$ cat config.mk
export PLATFORM = sky130hd
export DESIGN_NAME = asc_cfg_regs
export DESIGN_NICKNAME = d
export VERILOG_FILES = /design/src/rtl/asc_pkg.sv /design/src/rtl/asc_cfg_regs.sv
export SDC_FILE = /design/constraint.sdc
export NUM_CORES = 2
export LEC_CHECK = 0
export BUFFER_PORTS_ARGS = -buffer_cell sky130_fd_sc_hd__buf_2
export CAP_MARGIN = 20
export CORE_UTILIZATION = 61
export CTS_CLUSTER_SIZE = 24
export DETAILED_ROUTE_END_ITERATION = 10
export PLACE_DENSITY = 0.78
export REMOVE_ABC_BUFFERS = 1
export SYNTH_ARGS = -nofsm -noshare
export SYNTH_HDL_FRONTEND = slang
export SYNTH_SLANG_ARGS = --single-unit
$ cat constraint.sdc
create_clock -name i_clk -period 8.77 [get_ports i_clk]
set_input_delay 1.754 -clock i_clk [delete_from_list [all_inputs] [get_ports i_clk]]
set_output_delay 1.754 -clock i_clk [all_outputs]
set_load 0.02 [all_outputs]
$ cat src/rtl/asc_pkg.sv
// annular sector containment: shared package
// configuration register indexes and port widths; no dependencies
`timescale 1ns / 1ps
`default_nettype none

package asc_pkg;

    localparam int CFG_IDX_BITS = 3;

    typedef enum logic [CFG_IDX_BITS-1:0] {
        CFG_CENTER_X    = 3'd0,
        CFG_CENTER_Y    = 3'd1,
        CFG_START_DIR_X = 3'd2,
        CFG_START_DIR_Y = 3'd3,
        CFG_END_DIR_X   = 3'd4,
        CFG_END_DIR_Y   = 3'd5,
        CFG_OUTER_RAD   = 3'd6,
        CFG_INNER_RAD   = 3'd7
    } t_cfg_idx;

endpackage

`default_nettype wire

$ cat src/rtl/asc_cfg_regs.sv
// annular sector containment: sector configuration registers
// holds the eight registers plus registered radius squares and wide-sector flag; uses asc_pkg
`timescale 1ns / 1ps
`default_nettype none

module asc_cfg_regs #(
    parameter int COORD_BITS = 16
) (
    input  wire                                   i_clk,
    input  wire                                   i_rst_n,
    input  wire                                   i_cfg_we,
    input  wire [asc_pkg::CFG_IDX_BITS-1:0]       i_cfg_idx,
    input  wire [COORD_BITS-1:0]                  i_cfg_data,
    output logic signed [COORD_BITS-1:0]          o_center_x,
    output logic signed [COORD_BITS-1:0]          o_center_y,
    output logic signed [COORD_BITS-1:0]          o_start_x,
    output logic signed [COORD_BITS-1:0]          o_start_y,
    output logic signed [COORD_BITS-1:0]          o_end_x,
    output logic signed [COORD_BITS-1:0]          o_end_y,
    output logic [2*COORD_BITS-1:0]               o_outer2,
    output logic [2*COORD_BITS-1:0]               o_inner2,
    output logic                                  o_wide
);
    import asc_pkg::*;

    localparam int W  = COORD_BITS;
    localparam int PW = 2*W;
    localparam int XW = 2*W + 1;

    logic signed [W-1:0]  r_cx, r_cy, r_sx, r_sy, r_ex, r_ey;
    logic [W-1:0]         r_ro, r_ri;
    logic [PW-1:0]        r_outer2, r_inner2;
    logic                 r_wide;
    logic [PW-1:0]        n_outer2, n_inner2;
    logic                 n_wide;
    logic signed [XW-1:0] cse, dse;
    t_cfg_idx             cfg_idx;

    assign cfg_idx = t_cfg_idx'(i_cfg_idx);

    always_ff @(posedge i_clk) begin
        if (!i_rst_n) begin
            r_cx <= '0;
            r_cy <= '0;
            r_sx <= '0;
            r_sy <= '0;
            r_ex <= '0;
            r_ey <= '0;
            r_ro <= '0;
            r_ri <= '0;
        end else if (i_cfg_we) begin
            unique case (cfg_idx)
                CFG_CENTER_X:    r_cx <= $signed(i_cfg_data);
                CFG_CENTER_Y:    r_cy <= $signed(i_cfg_data);
                CFG_START_DIR_X: r_sx <= $signed(i_cfg_data);
                CFG_START_DIR_Y: r_sy <= $signed(i_cfg_data);
                CFG_END_DIR_X:   r_ex <= $signed(i_cfg_data);
                CFG_END_DIR_Y:   r_ey <= $signed(i_cfg_data);
                CFG_OUTER_RAD:   r_ro <= i_cfg_data;
                CFG_INNER_RAD:   r_ri <= i_cfg_data;
            endcase
        end
    end

    // wide sector: start and end exactly opposite
    always_comb begin
        n_outer2 = PW'(r_ro) * PW'(r_ro);
        n_inner2 = PW'(r_ri) * PW'(r_ri);
        cse      = XW'(r_sx) * XW'(r_ey) - XW'(r_sy) * XW'(r_ex);
        dse      = XW'(r_sx) * XW'(r_ex) + XW'(r_sy) * XW'(r_ey);
        n_wide   = (cse == '0) && dse[XW-1];
    end

    always_ff @(posedge i_clk) begin
        if (!i_rst_n) begin
            r_outer2 <= '0;
            r_inner2 <= '0;
            r_wide   <= 1'b0;
        end else begin
            r_outer2 <= n_outer2;
            r_inner2 <= n_inner2;
            r_wide   <= n_wide;
        end
    end

    assign o_center_x = r_cx;
    assign o_center_y = r_cy;
    assign o_start_x  = r_sx;
    assign o_start_y  = r_sy;
    assign o_end_x    = r_ex;
    assign o_end_y    = r_ey;
    assign o_outer2   = r_outer2;
    assign o_inner2   = r_inner2;
    assign o_wide     = r_wide;

endmodule

`default_nettype wire

==> impl_metrics.sql <==
INSERT INTO impl_metrics (metric_group, metric, value, unit) VALUES
('yosys', 'synthDominantAreaCellType', 'fa_1', ''),
('sta', 'max_slew_margin', '27.41', '%'),
('route', 'route.detailed.vias_per_inst', '5.543', ''),
('setup_path', 'worst_setup_path_start_kind', 'register', ''),
('yosys', 'library_cell_with_the_highest_instance_count_after_synthesis', 'inv_1', ''),
('power', 'max-vdd-ir-drop', '0.0001458', 'V'),
('finish', 'fin_nets', '8435', ''),
('yosys', 'ys.warnings.count', '0', ''),
('setup_path', 'critical-path-top-delay-family', 'adder cells', ''),
('sta', 'clock_tree_skew_after_final_layout', '0.02437', 'ns'),
('global_routing', 'grt_start_max_net_pins', '76', ''),
('yosys', 'synthDistinctLibCells', '69', ''),
('route', 'drc_violation_total_after_the_first_tritonroute_iteration', '2830', ''),
('clock_network', 'cts-root-buf', 'clkbuf_16', ''),
('floorplanning', 'die_footprint', '98640', 'um^2'),
('setup_path', 'timing.critical_path.slowest_stage_cell', 'dfxtp_1', ''),
('route', 'firstDrtPassIters', '8', ''),
('power', 'power-per-cell-area', '46.80', 'nW/um^2'),
('finish', 'num-fill-cells', '7693', ''),
('yosys', 'number_of_enable_flip_flop_cells_after_synthesis', '0', ''),
('yosys', 'netlist.area_leader.share', '50.55', '%'),
('finish', 'synth_to_final_area_change', '5.244', '%'),
('yosys', 'netlist_area', '59410', 'um^2'),
('yosys', 'postSynthRegisterBits', '191', ''),
('route', 'detail_route.wl_per_cell', '19.34', 'um'),
('clock_network', 'cts.sinks', '191', ''),
('sta', 'worstMarginPinSlew', '1.083', 'ns'),
('clock_network', 'cts_hold_buffers', '0', ''),
('finish', 'post_route_cells_drive_above_1_share', '5.763', '%'),
('floorplanning', 'rows', '114', ''),
('global_routing', 'grt_pass1_wl', '246400', 'um'),
('setup_path', 'sort_of_element_at_the_end_of_the_critical_path', 'register', ''),
('setup_path', 'critical-path-top-cell-by-count', 'fa_1', ''),
('setup_path', 'timing.critical_path.buf_inv', '3', ''),
('run', 'cap_viol_max_count', '0', ''),
('clock_network', 'tritoncts.num_buffers', '17', ''),
('sta', 'fin_crit', '8.454', 'ns'),
('global_routing', 'globalRouteTotalUtil', '32.09', '%'),
('route', 'remaining_drc_errors', '0', ''),
('floorplanning', 'die_h', '314.1', 'um'),
('yosys', 'largest_cells_by_area_after_synthesis', 'fa_1, ha_1, inv_1', ''),
('global_routing', 'grt_pass1_vias', '47284', ''),
('place', 'detailed_place_hpwl', '119200', 'um'),
('outcome', 'run_status', 'finished clean', ''),
('route', 'antenna_left', '0', ''),
('yosys', 'asyncSetResetFlopFracSynth', '0', '%'),
('route', 'dr_total_vias', '42667', ''),
('clock_network', 'cts.clk_slew.worst_paths', '0.10', 'ns'),
('route', 'finalWirelength', '148900', 'um'),
('yosys', 'sequential_element_share_of_the_synthesized_area', '6.436', '%'),
('clock_network', 'cts_max_path_buffers', '2', ''),
('yosys', 'synth_cells', '6374', ''),
('clock_network', 'clk_latency', '0.50', 'ns'),
('sta', 'report.final.setup_viol', '0', ''),
('setup_path', 'path_class', 'reg2reg', ''),
('setup_path', 'critical-path-max-stage-delay', '1.01', 'ns'),
('floorplanning', 'die_w', '314.1', 'um'),
('finish', 'finalCoreUtilization', '64.75', '%'),
('floorplanning', 'effective_utilization_at_floorplan', '61.52', '%'),
('yosys', 'syn_avg_cell_area', '9.320', 'um^2'),
('power', 'design_power_total', '2.926', 'mW'),
('place', 'portBuffers', '180', ''),
('sta', 'holdWs', '0.4621', 'ns'),
('yosys', 'synth-main-ff-cell', 'dfxtp_1', ''),
('sta', 'timing.final.max_slew_violations', '0', ''),
('power', 'power_leakage', '30.81', 'nW'),
('clock_network', 'cts_max_level', '4', ''),
('place', 'gp_congestion', '0.9138', ''),
('setup_path', 'data_arrival_time_at_the_worst_slack_endpoint', '8.87', 'ns'),
('sta', 'max_clock_freq', '118.3', 'MHz'),
('global_routing', 'antenna_found_initial', '13', ''),
('setup_path', 'maximum_fanout_along_the_worst_path', '18', ''),
('hold_path', 'hold_class', 'reg2reg', ''),
('floorplanning', 'core_area', '96570', 'um^2'),
('floorplanning', 'top_level_ports', '183', ''),
('sta', 'final-hold-violation-count', '0', ''),
('global_routing', 'grt-ovfl-total', '0', ''),
('sta', 'timing.final.crit_share', '96.40', '%'),
('setup_path', 'crit_required', '9.18', 'ns'),
('yosys', 'ys_top_cells_by_count', 'inv_1, fa_1, nand2_1', ''),
('setup_path', 'worstPathCellList', 'buf_4 > and2_1 > fa_1 > fa_1 > fa_1 > fa_1 > fa_1 > fa_1 > fa_1 > fa_1 > inv_1 > ha_1 > inv_1 > nor3_1 > a31oi_1 > o221ai_1 > nor4_1 > o2111ai_1 > nor3_1 > o2111ai_1 > or4_1 > nor4_1', ''),
('clock_network', 'cts_tree', 'done', '');
[power breakdown]
part	internal (mW)	total, mW	switching, mW
clock	0.388	0.852	0.464
combinational	0.429	1.16	0.735
sequential	0.882	0.910	0.0277
[metal layers]
layer | part of all wire [%] | global-route usage (%)
met1 | 38 | 40.93
met4 | 5.6 | 14.83
met5 | 0.087 | 0
met2 | 48 | 53.14
met3 | 8.2 | 6.120
[sequential cells by signal, summed over array words and instances (netlist names)]
signal      cells
o_end_y        16
o_wide          1
o_outer2       31
o_end_x        16
o_start_y      16
r_ri           16
o_center_y     16
o_center_x     16
r_ro           16
o_inner2       31
o_start_x      16
[worst paths after layout]
kind | from | slack (ns) | cells after the start | end
worst min-delay path | o_center_y[3] | 0.46 | 2 | o_center_y[3]
worst max register to register | o_start_y[12] | 0.32 | 22 | o_wide
worst max-delay path | o_start_y[12] | 0.32 | 22 | o_wide
worst min register to register | o_center_y[3] | 0.46 | 2 | o_center_y[3]
[worst register-to-register path, stage by stage, from the launching register on]
cell and delay (ns):
dfxtp_1 1.01, buf_4 0.45, and2_1 0.20, fa_1 0.44
fa_1 0.58, fa_1 0.46, fa_1 0.57, fa_1 0.43
fa_1 0.51, fa_1 0.43, fa_1 0.50, inv_1 0.04
ha_1 0.35, inv_1 0.20, nor3_1 0.07, a31oi_1 0.26
o221ai_1 0.18, nor4_1 0.29, o2111ai_1 0.18, nor3_1 0.24
o2111ai_1 0.16, or4_1 0.54, nor4_1 0.30
[cells in the final DEF, fill, tap and decap left out, types with 4 or more instances in the layout]
| cell type | instances |
|---|---|
| buf_12 | 12 |
| buf_2 | 179 |
| xor2_1 | 32 |
| a21o_1 | 29 |
| o2111ai_1 | 8 |
| a21oi_1 | 151 |
| o31ai_1 | 7 |
| nor2b_1 | 19 |
| or3_1 | 4 |
| buf_4 | 113 |
| fa_1 | 1497 |
| o21bai_1 | 6 |
| nor2_1 | 128 |
| clkinv_8 | 5 |
| nand4_1 | 11 |
| a211oi_1 | 16 |
| and2_1 | 588 |
| o21ai_0 | 56 |
| nor4_1 | 5 |
| ha_1 | 505 |
| a21boi_0 | 59 |
| xnor2_1 | 82 |
| a31oi_1 | 11 |
| o21a_1 | 10 |
| nand2_1 | 930 |
| o211ai_1 | 6 |
| inv_1 | 1543 |
| mux2i_1 | 5 |
| nand2b_1 | 49 |
| nand3_1 | 23 |
| dfxtp_1 | 190 |
| clkbuf_16 | 17 |
| and3b_1 | 4 |
| nor3_1 | 24 |
| clkinvlp_4 | 4 |
| and3_1 | 11 |
| or2_2 | 9 |
[per-stage QoR]
stage	setup WS (ns)	instances	cell area [um^2]	TNS (ns)
2_1_floorplan	0.7718	6082	58280	0
3_3_place_gp	0.4132	7660	61860	0
3_5_place_dp	0.1794	7661	61870	0
4_1_cts	0.1525	7693	62470	0
5_1_grt	-0.01754	7698	62520	-0.01754
6_report	0.3158	7698	62520	0
[timing repair]
action	4_1_cts	5_1_grt
endpoints found under the hold margin	0	0
endpoints found under the setup margin	0	1
setup buffers	0	3
resized for setup	0	9
[layout make-up]
| class | instances | area [um^2] | share of cell area, % |
|---|---|---|---|
| well taps | 1276 | 1597 | 2.553 |
| repair buffers | 306 | 2007 | 3.210 |
| clock inverters | 15 | 181.4 | 0.2902 |
| clock buffers | 17 | 425.4 | 0.6804 |
| inverters | 1548 | 5818 | 9.305 |
| multi-input cells | 4343 | 48670 | 77.84 |
| flip-flops and latches | 191 | 3825 | 6.118 |
| diodes | 2 | 5.005 | 0.008005 |
[kinds of logic (layout without fill, tap and decap cells)]
kind of cell    Yosys count  after routing  synth area share [%]
fa+ha+maj              2006           2006                 61.20
buf+inv                1841           1886                 11.68
mux                       8              8                0.1411
compound gates          395            395                 4.223
simple gates           1818           1818                 14.63
other cells               1              4              0.006312
xor+xnor                114            114                 1.681
flops                   191            191                 6.436
No activity file was read; power rests on OpenSTA's default activity.
