$ cat src/rtl/asc_corner_check.sv
// annular sector containment: per-corner radius and side tests
// combines registered squares and cross terms of one corner; no package use
`timescale 1ns / 1ps
`default_nettype none

module asc_corner_check #(
    parameter int COORD_BITS = 16
) (
    input  wire signed [2*COORD_BITS+2:0]  i_sq_x,
    input  wire signed [2*COORD_BITS+2:0]  i_sq_y,
    input  wire signed [2*COORD_BITS:0]    i_sdy,
    input  wire signed [2*COORD_BITS:0]    i_sdx,
    input  wire signed [2*COORD_BITS:0]    i_dxe,
    input  wire signed [2*COORD_BITS:0]    i_dye,
    input  wire [2*COORD_BITS-1:0]         i_outer2,
    input  wire [2*COORD_BITS-1:0]         i_inner2,
    input  wire                            i_wide,
    output logic                           o_inside
);
    localparam int W  = COORD_BITS;
    localparam int SQ = 2*W + 3;
    localparam int CR = 2*W + 2;

    logic signed [SQ-1:0] dist_sq, outer2, inner2;
    logic signed [CR-1:0] cs, ce;
    logic                 in_ring, cs_neg, ce_neg, cs_zero, ce_zero, in_side;

    always_comb begin
        dist_sq = i_sq_x + i_sq_y;
        outer2  = $signed({3'b000, i_outer2});
        inner2  = $signed({3'b000, i_inner2});
        cs      = CR'(i_sdy) - CR'(i_sdx);
        ce      = CR'(i_dxe) - CR'(i_dye);
        in_ring = (dist_sq <= outer2) && (dist_sq >= inner2);
        cs_neg  = cs[CR-1];
        ce_neg  = ce[CR-1];
        cs_zero = (cs == '0);
        ce_zero = (ce == '0);
        if (i_wide) begin
            in_side = !((cs_neg || cs_zero) && (ce_neg || ce_zero));
        end else begin
            in_side = !cs_neg && !ce_neg;
        end
        o_inside = in_ring && in_side;
    end

endmodule

`default_nettype wire
$ cat config.mk
export PLATFORM = sky130hd
export DESIGN_NAME = asc_corner_check
export DESIGN_NICKNAME = d
export VERILOG_FILES = /design/src/rtl/asc_corner_check.sv
export SDC_FILE = /design/constraint.sdc
export NUM_CORES = 1
export LEC_CHECK = 0
export ABC_AREA = 1
export BUFFER_PORTS_ARGS = -buffer_cell sky130_fd_sc_hd__buf_4
export CAP_MARGIN = 10
export CORE_MARGIN = 2
export CORE_UTILIZATION = 35
export DETAILED_ROUTE_END_ITERATION = 7
export PLACE_DENSITY = 0.54
export SYNTH_ARGS = -nofsm -noshare
export SYNTH_HDL_FRONTEND = slang
export SYNTH_SLANG_ARGS = --single-unit
export TNS_END_PERCENT = 1
$ cat constraint.sdc
create_clock -name vclk -period 8.61
set_input_delay 1.2915 -clock vclk [all_inputs]
set_output_delay 1.2915 -clock vclk [all_outputs]
set_load 0.05 [all_outputs]
==> results by group, run 1 <==
Outcome
  • Status: complete, no violations

Timing
  • RSZ-0062 raised after global routing: false
  • Worst Slack Setup Final: between 2 and 2.5 ns
  • Fmax: roughly 150 MHz
  • Slew margin rel.: 67.0%
  • Setup violators final: 0
  • Slew Limit Fails: 0
  • Measured slew at the worst slew-check pin: 0.490 ns
  • Total negative slack: 0 ns
  • Final Hold Fails: 0
  • Fin crit share: around 77%
  • Tmin final: around 6.6 ns

Placement
  • Placed cell count: about 2500
  • Placed Area: 12000 sq um
  • Gpl congestion: 0.910
  • DP Worst Slack: 1.93 ns
  • Port Buffers: between 200 and 300
  • Dpl hpwl: approximately 31 mm

Worst setup path
  • Max FO, Critical Path: 4
  • WP depth: 25
  • Worst Setup EP: o_inside
  • Worst EP arrival: 5.32 ns
  • Setup CP Type: input pin to output port
  • Bufs and invs on worst path: 5
  • Critical Path End Type: output port
  • Critical Path Most Common Cell: nand2_1
  • Type of origin of the critical path: input pin
  • Slowest stage delay, CP: 0.42 ns
  • CP delay by family, top: simple AND/OR/NAND/NOR gates
  • CP Data Required Time: around 7.3 ns
  • CP max stage cell: fa_1
  • Setup crit start: i_sq_x[0]

Global route
  • GR Util All Layers: between 20% and 30%
  • Total gr overflow: 0
  • Largest net degree at the start of global routing: 8
  • Initial antenna violation count: 0
  • Vias in the first global route: 10900
  • First-pass GRT wire length: approximately 52 mm

Logic synthesis
  • Synth Instances: about 1900
  • Syn_nets: between 2000 and 2500
  • Synth warnings: 0
  • Syn Area/Cell: around 5.1 sq um
  • Largest cells by area after synthesis: nand2_1 (27%), ha_1 (21%), inv_1 (17%), nor2_1 (5.9%), a21oi_1 (5.4%)
  • Register area share after synthesis: 0%
  • Synth cell types: 42
  • Largest area contributor in the netlist: nand2_1
  • Mapped Area: roughly 9600 sq um
  • Synth top area share: 26.5%

Final layout
  • Synth-to-Final Area Change: 25.5%
  • Share of cells above drive strength 1: between 10% and 20%
  • Post-layout util: between 40 and 50%
  • Finished Cell Area: 12000 sq um
  • Non-Filler Instances: 2489
  • Reg area: 0 sq um
  • Seq cells: 0
  • Number of diodes: 0
  • Clock buffer count: 0
  • # nets final: 2584

Floorplan
  • Initial core utilization: between 30 and 40%
  • I/O pin count: between 200 and 300
  • Die ar.: between 20000 and 30000 sq um
  • Site row count: 60
  • Die Ht: 169 um
  • DIE WIDTH: between 150 and 200 um
  • Core area: between 20000 and 30000 sq um

Clock tree
  • CTS Hold Bufs: 0
  • PostCTS Resize Cnt: 0
  • # Post-CTS Setup Buffers: 0

Drt
  • Iter 0 DRT Violations: 638
  • Routed WL per cell: approximately 13 um
  • Drt pass-1 iters: 5
  • DR vias: about 12000
  • Routed Antenna Nets: 0
  • Post-Route WL: roughly 33 mm
  • DRC: 0
  • Via density: 4.65

Power
  • Pwr Density: 71.5 nW/um^2
  • IR drop worst, VDD: 27.3 uV
  • Static Leak: between 7 and 8 nW

Worst hold path
  • Hold crit path type: input pin to output port
  • Hold Path Depth: 5

Run
  • Max cap viols: 0
[metrics by stage]
step	hold WS (ns)	power, mW
2_1_floorplan	2.88	0.577
3_3_place_gp	3.04	0.854
3_5_place_dp	3.03	0.855
4_1_cts	3.03	0.861
5_1_grt	3.08	0.977
6_report	3.02	0.858
[worst min path at each step]
stage | startpoint | to | slack, ns
after floorplan | i_wide | o_inside | 2.88
after global placement | i_wide | o_inside | 3.04
after detailed placement | i_wide | o_inside | 3.03
after CTS | i_wide | o_inside | 3.03
after global routing | i_wide | o_inside | 3.08
final | i_wide | o_inside | 3.02
[logic make-up after synthesis]
logic type / share of synthesized area [%]
and+or+nand+nor: 45.2
buffers and inverters: 18.2
AOI/OAI and AO/OA: 10.2
adders and majority gates: 22.1
xor gates and xnor gates: 4.31
[cell usage in the layout, fill, tap and decap left out, drive strengths merged, types with 10 or more instances in the layout]
cell,instances
xor2,28
xnor2,19
o21bai,10
nor3,23
nand2,694
ha,164
nand4,34
nor2,166
o21ai,31
inv,458
buf,268
nand3,96
a21oi,106
[report_power, final]
part	internal (mW)	switching [mW]	total, mW
combinational	0.346	0.512	0.858
sequential	0	0	0
clock	0	0	0
[synthesized netlist by cell type, types with 4 or more instances]
| cell | n |
|---|---|
| a21o_1 | 7 |
| xnor2_1 | 19 |
| o21bai_1 | 7 |
| and2_1 | 8 |
| clkinv_1 | 5 |
| o21ai_0 | 28 |
| nand4_1 | 34 |
| o21a_1 | 4 |
| inv_1 | 444 |
| nand3_1 | 93 |
| inv_2 | 14 |
| nor4_1 | 5 |
| ha_1 | 164 |
| nor3_1 | 18 |
| nand2_2 | 17 |
| nand2_1 | 676 |
| a21oi_1 | 103 |
| xor2_1 | 28 |
| nor2_1 | 150 |
| nor2_2 | 14 |
| nor3_2 | 4 |
[cell type report]
class,instances,area (sq um)
repair buffers,268,2010
fillers,3114,14900
inverters,463,1740
multi-input cells,1417,7820
well taps,341,427
[per-layer routing]
metal | GRT usage (%) | vias to the layer above | part of all wire (%)
met5 | 0 | - | 0
met4 | 2.90 | 0 | 1.4
met3 | 2.26 | 28 | 5.4
met2 | 39.9 | 309 | 47
met1 | 29.5 | 4929 | 47
li1 | - | 6305 | -
Power figures use the tool's default switching activity.
==> inputs of run 2 (changes only) <==
--- a/config.mk
+++ b/config.mk
@@ -5,13 +5,13 @@
 export SDC_FILE = /design/constraint.sdc
 export NUM_CORES = 1
 export LEC_CHECK = 0
-export ABC_AREA = 1
+export ABC_AREA = 0
 export BUFFER_PORTS_ARGS = -buffer_cell sky130_fd_sc_hd__buf_4
 export CAP_MARGIN = 10
 export CORE_MARGIN = 2
 export CORE_UTILIZATION = 35
 export DETAILED_ROUTE_END_ITERATION = 7
-export PLACE_DENSITY = 0.54
+export PLACE_DENSITY = 0.56
 export SYNTH_ARGS = -nofsm -noshare
 export SYNTH_HDL_FRONTEND = slang
 export SYNTH_SLANG_ARGS = --single-unit
==> constraint.sdc (replaced) <==
create_clock -name vclk -period 6.2
set_input_delay 0.93 -clock vclk [all_inputs]
set_output_delay 0.93 -clock vclk [all_outputs]
set_load 0.05 [all_outputs]
==> results by group, run 2 <==
Worst hold path
  • Hold crit path type: input pin to output port

Global route
  • Vias in the first global route: 9142 (-16%)
  • GR Util All Layers: 23.5% (+1.3 points)
  • Total gr overflow: 0 (unchanged)
  • Largest net degree at the start of global routing: 12 (+4)
  • Initial antenna violation count: 1 (+1)
  • First-pass GRT wire length: 46.8 mm (-11%)

Final layout
  • Seq cells: 0 (unchanged)
  • Clock buffer count: 0 (unchanged)
  • Share of cells above drive strength 1: 28.6% (+13 points)
  • Synth-to-Final Area Change: 38.2%
  • Commonest cells after routing, fill and taps aside: buf_4 (353), inv_1 (167), ha_1 (160)
  • Finished Cell Area: 11000 sq um (-7.9%)
  • Most common cell after layout, fill and taps aside: buf_4
  • Filler cells: 2370 (-24%)
  • Reg area: 0 sq um (unchanged)
  • # nets final: 1940 (-25%)

Outcome
  • Status: finished with violations
  • Failing checks: setup timing

Logic synthesis
  • Synth warnings: 0 (unchanged)
  • Mapped Area: 7990 sq um (-16%)
  • Post-synthesis mux area share: 1.46% (+1.5 points)
  • Post-synthesis compound-gate area fraction: 34.8% (+25 points)
  • Dominant cell by count in the synthesized netlist: inv_1
  • Top cells by count, synth: inv_1 (168), ha_1 (164), a21oi_1 (118)
  • Synth top area share: 25.7% (-0.86 points)
  • Largest family of logic cells by synthesized area: compound AO/OA/AOI/OAI gates
  • Adder-cell share of the synthesized area: 26.4% (+4.3 points)
  • Largest area contributor in the netlist: ha_1
  • Post-Synth Simple-Gate Area: 22.1% (-23 points)
  • Synth Instances: 1178 (-37%)
  • Synth cell types: 92 (+120%)
  • Largest cells by area after synthesis: ha_1 (26%), inv_1 (7.9%), a21oi_1 (7.4%), o21ai_0 (5.5%), nor2_1 (4.1%)
  • Syn Area/Cell: 6.78 sq um (+33%)
  • XOR/XNOR Fraction of Synth Area: 5.37% (+1.1 points)
  • Register area share after synthesis: 0% (unchanged)
  • Syn_nets: 1612 (-30%)

Timing
  • Hold WS: 2.42 ns (-0.602 ns)
  • Slew Limit Fails: 0 (unchanged)
  • Fin crit share: 102%
  • Setup violators final: 1 (+1)
  • Measured slew at the worst slew-check pin: 0.730 ns (+0.240 ns)
  • RSZ-0062 raised after global routing: true
  • Final Hold Fails: 0 (unchanged)
  • Fmax: about 160 MHz
  • Tmin final: roughly 6.3 ns
  • Worst Slack Setup Final: -0.142 ns (-2.14 ns)
  • Slew margin rel.: 50.7% (-16 points)

Placement
  • Gpl congestion: 0.931 (+2.3%)
  • Placed Area: 10900 sq um (-9.3%)
  • DP Worst Slack: -0.530 ns (-2.46 ns)
  • Dpl hpwl: 26.4 mm (-14%)
  • Port Buffers: 268 (unchanged)

Worst setup path
  • Worst EP arrival: 5.41 ns (+0.09 ns)
  • Slowest stage delay, CP: 0.36 ns (-0.06 ns)
  • CP delay by family, top: compound AO/OA/AOI/OAI gates
  • Bufs and invs on worst path: 5 (unchanged)
  • Critical Path Most Common Cell: buf_4
  • Critical Path End Type: output port
  • Type of origin of the critical path: input pin
  • CP max stage cell: a311oi_2
  • Setup CP Type: input pin to output port
  • Max FO, Critical Path: 3 (-1)
  • CP Data Required Time: 5.27 ns (-2.05 ns)

Floorplan
  • Core area: 22500 sq um (-16%)
  • I/O pin count: 268 (unchanged)
  • Die ar.: 24100 sq um (-16%)
  • Die Ht: 155 um (-8.4%)
  • Site row count: 55 (-8.3%)
  • DIE WIDTH: 155 um (-8.4%)
  • Initial core utilization: 35.5% (-0.061 points)

Drt
  • Routed Antenna Nets: 0 (unchanged)
  • Post-Route WL: 29.8 mm (-10%)
  • DRC: 0 (unchanged)
  • Via density: 5.38 (+16%)
  • DR vias: 9637 (-17%)
  • Drt pass-1 iters: 5 (unchanged)
  • Iter 0 DRT Violations: 661 (+3.6%)
  • Routed WL per cell: 16.7 um (+25%)

Power
  • Static Leak: 5.64 nW (-27%)
  • IR drop worst, VDD: 41.5 uV (+52%)
  • Pwr Density: 110 nW/um^2 (+54%)

Run
  • Max cap viols: 0 (unchanged)
## run 2: cell count changes after synthesis, moves of 18 or more
cell / previous run / this run
a21o_1: 7 / 36
inv_1: 444 / 168
nand2_1: 676 / 82
nand3_1: 93 / 28
nor2_1: 150 / 87
o21a_1: 4 / 22
o21ai_0: 28 / 88
## run 2: layer usage
| layer | share of wire [%] | track usage, % | vias to the layer above |
|---|---|---|---|
| li1 | - | - | 4969 |
| met1 | 48 | 34.2 | 4336 |
| met2 | 45 | 39.2 | 312 |
| met3 | 5.9 | 1.87 | 20 |
| met4 | 1.3 | 2.34 | 0 |
| met5 | 0 | 0 | - |
## run 2: cell type report
cell class / count / area, sq um / share of cell area [%]
tap: 285 / 357 / 3.23
multi-input combinational: 980 / 7370 / 66.7
timing repair buffer: 356 / 2680 / 24.3
inverter: 168 / 631 / 5.71
antenna: 1 / 2.50 / 0.0227
## run 2: repair_timing
item | in CTS | in global routing
setup endpoints to repair | 1 | 1
resized for setup | 29 | 3
pin swaps | 25 | 6
buffers inserted | 4 | 1
hold buffers | 0 | 0
## run 2: tightest hold or removal path, stage by stage
cell     delay (ns)
buf_4          0.12
o21ai_0        0.09
nand2_1        0.12
o21ai_4        0.07
buf_6          0.15
## run 2: worst paths after layout
| path | slack (ns) | startpoint | cells past startpoint | to |
|---|---|---|---|---|
| max | -0.14 | i_sq_x[5] | 28 | o_inside |
| min | 2.42 | i_wide | 5 | o_inside |
## run 2: logic make-up after synthesis
kind of cell    count (synthesis)
compound gates                408
xor+xnor                       49
fa+ha+maj                     167
buf+inv                       198
mux                            11
simple gates                  345
## run 2: through the flow
| stage | total power [mW] | util [%] | setup TNS, ns | std cells |
|---|---|---|---|---|
| floorplan | 0.742 | - | -0.0400 | 1178 |
| global placement | 1.17 | 48.4 | -0.465 | 1784 |
| detailed placement | 1.17 | 48.4 | -0.530 | 1784 |
| CTS | 1.20 | 49.0 | -0.187 | 1788 |
| global route | 1.34 | 49.1 | -0.509 | 1789 |
| finish | 1.21 | 49.1 | -0.142 | 1790 |
## run 2: power breakdown
part	switching (mW)	internal (mW)	leakage [nW]
clock network	0	0.0000000216	0.00000634
logic	0.635	0.578	5.64
registers	0	0	0
total	0.635	0.578	5.64
==> inputs of run 3 (changes only) <==
--- a/config.mk
+++ b/config.mk
@@ -6,8 +6,9 @@
 export NUM_CORES = 1
 export LEC_CHECK = 0
 export ABC_AREA = 0
-export BUFFER_PORTS_ARGS = -buffer_cell sky130_fd_sc_hd__buf_4
+export BUFFER_PORTS_ARGS = -buffer_cell sky130_fd_sc_hd__buf_2
 export CAP_MARGIN = 10
+export CORE_ASPECT_RATIO = 0.6
 export CORE_MARGIN = 2
 export CORE_UTILIZATION = 35
 export DETAILED_ROUTE_END_ITERATION = 7
==> constraint.sdc (replaced) <==
create_clock -name vclk -period 8.2
set_input_delay 1.23 -clock vclk [all_inputs]
set_output_delay 1.23 -clock vclk [all_outputs]
set_load 0.05 [all_outputs]
==> results by group, run 3 (synthesis gave the netlist of run 2 again) <==
Worst setup path
  • CP delay by family, top: compound AO/OA/AOI/OAI gates
  • Setup CP Type: input pin to output port
  • Worst EP arrival: 6.49 ns (+1.08 ns)
  • CP Data Required Time: 6.97 ns (+1.70 ns)
  • Slowest stage delay, CP: 0.39 ns (+0.03 ns)
  • Critical Path End Type: output port
  • Max FO, Critical Path: 3 (unchanged)
  • Bufs and invs on worst path: 3 (-2)
  • CP max stage cell: fa_1
  • Type of origin of the critical path: input pin

Drt
  • Routed Antenna Nets: 0 (unchanged)
  • Via density: 5.44 (+1.1%)
  • Iter 0 DRT Violations: 553 (-16%)
  • DRC: 0 (unchanged)
  • Post-Route WL: 28.1 mm (-5.8%)
  • DR vias: 9419 (-2.3%)
  • Drt pass-1 iters: 6 (+1)
  • Routed WL per cell: 16.2 um (-2.5%)

Global route
  • First-pass GRT wire length: 43.5 mm (-7.1%)
  • Largest net degree at the start of global routing: 12 (unchanged)
  • Initial antenna violation count: 6 (+5)
  • Busiest grt layer: met1
  • Met1 usage: 35.2% (+0.98 points)
  • GR Util All Layers: 22.2% (-1.3 points)
  • Met2 usage: 32.5% (-6.7 points)
  • Vias in the first global route: 8528 (-6.7%)
  • Total gr overflow: 0 (unchanged)
  • Grt met3 use: 2.58% (+0.72 points)

Timing
  • Slew Limit Fails: 0 (unchanged)
  • Fmax: 130 MHz
  • Final Hold Fails: 0 (unchanged)
  • Tmin final: between 7 and 8 ns
  • Slew margin rel.: 46.0% (-4.7 points)
  • Fin crit share: approximately 94%
  • Total negative slack: 0 ns (+0.142 ns)
  • Setup violators final: 0 (-1)
  • RSZ-0062 raised after global routing: false
  • Measured slew at the worst slew-check pin: 0.801 ns (+0.0702 ns)

Worst hold path
  • Hold EP: o_inside
  • Hold Path Depth: 5 (unchanged)
  • Hold crit path type: input pin to output port
  • HP Start: i_wide

Placement
  • Port Buffers: 268 (unchanged)
  • Dpl hpwl: 25.0 mm (-5.0%)
  • Gpl congestion: 0.986 (+5.9%)
  • Placed Area: 9570 sq um (-12%)

Final layout
  • Most common cell after layout, fill and taps aside: buf_2
  • Share of cells above drive strength 1: 22.5% (-6.1 points)
  • # nets final: 1854 (-4.4%)
  • Finished Cell Area: 9600 sq um (-13%)
  • Seq cells: 0 (unchanged)
  • Reg area: 0 sq um (unchanged)
  • Synth-to-Final Area Change: 20.2%
  • Clock buffer count: 0 (unchanged)
  • Commonest cells after routing, fill and taps aside: buf_2 (267), inv_1 (168), ha_1 (164)

Power
  • Pwr Density: 82.7 nW/um^2 (-25%)
  • IR drop worst, VDD: 36.7 uV (-12%)
  • Static Leak: 4.96 nW (-12%)

Floorplan
  • Site row count: 42 (-24%)
  • DIE WIDTH: 199 um (+28%)
  • I/O pin count: 268 (unchanged)
  • Die ar.: 24100 sq um (+0.17%)
  • Core area: 22200 sq um (-1.2%)
  • Initial core utilization: 35.9% (+0.44 points)
  • Die Ht: 121 um (-22%)

Run
  • Max cap viols: 0 (unchanged)

Clock tree
  • # Post-CTS Setup Buffers: 0 (-4)

Outcome
  • Status: complete, no violations
## run 3: cell count changes in the layout (fill, tap and decap cells not counted), sizes merged
cell and delta:
buf -86, diode +3
## run 3: how the worst max path moves through the flow
stage	from	end	slack [ns]	cells after the start
global route	i_sq_x[0]	o_inside	0.03	26
finish	i_sq_x[0]	o_inside	0.48	26
detailed placement	i_sq_x[0]	o_inside	0.06	26
CTS	i_sq_x[0]	o_inside	0.06	26
floorplan	i_sq_x[0]	o_inside	0.78	24
global placement	i_sq_x[0]	o_inside	0.26	26
## run 3: where the power goes
group / total [mW] / switching [mW] / internal, mW
logic: 0.794 / 0.457 / 0.337
clock network: 0.0000000655 / 0 / 0.0000000655
registers: 0 / 0 / 0
total: 0.794 / 0.457 / 0.337
## run 3: cell type report
class	count	area [sq um]
fill	2368	12600
tap	308	385
multi-input combinational	980	7220
antenna	4	10.0
timing repair buffer	270	1360
inverter	168	631
## run 3: per-layer routing
| metal | wire (um) | part of all wire (%) |
|---|---|---|
| met1 | 14500 | 52 |
| met2 | 11100 | 39 |
| met3 | 2290 | 8.1 |
| met4 | 174 | 0.62 |
| met5 | 27 | 0.096 |
## run 3: what timing repair did
action | CTS | global route
hold buffers | 0 | 0
hold endpoints to repair | 0 | 0
resized for setup | 0 | 7
endpoints found under the setup margin | 0 | 1
## run 3: metrics by stage
stage / hold slack [ns] / std cells / setup slack, ns / utilization (%) / power [mW]
after floorplan: 2.86 / 1178 / 0.784 / - / 0.557
after global placement: 3.07 / 1726 / 0.256 / 43.1 / 0.779
after detailed placement: 3.07 / 1726 / 0.0559 / 43.1 / 0.779
after CTS: 3.07 / 1726 / 0.0616 / 43.1 / 0.785
after global routing: 3.07 / 1728 / 0.0342 / 43.2 / 0.889
final: 3.02 / 1730 / 0.483 / 43.2 / 0.794
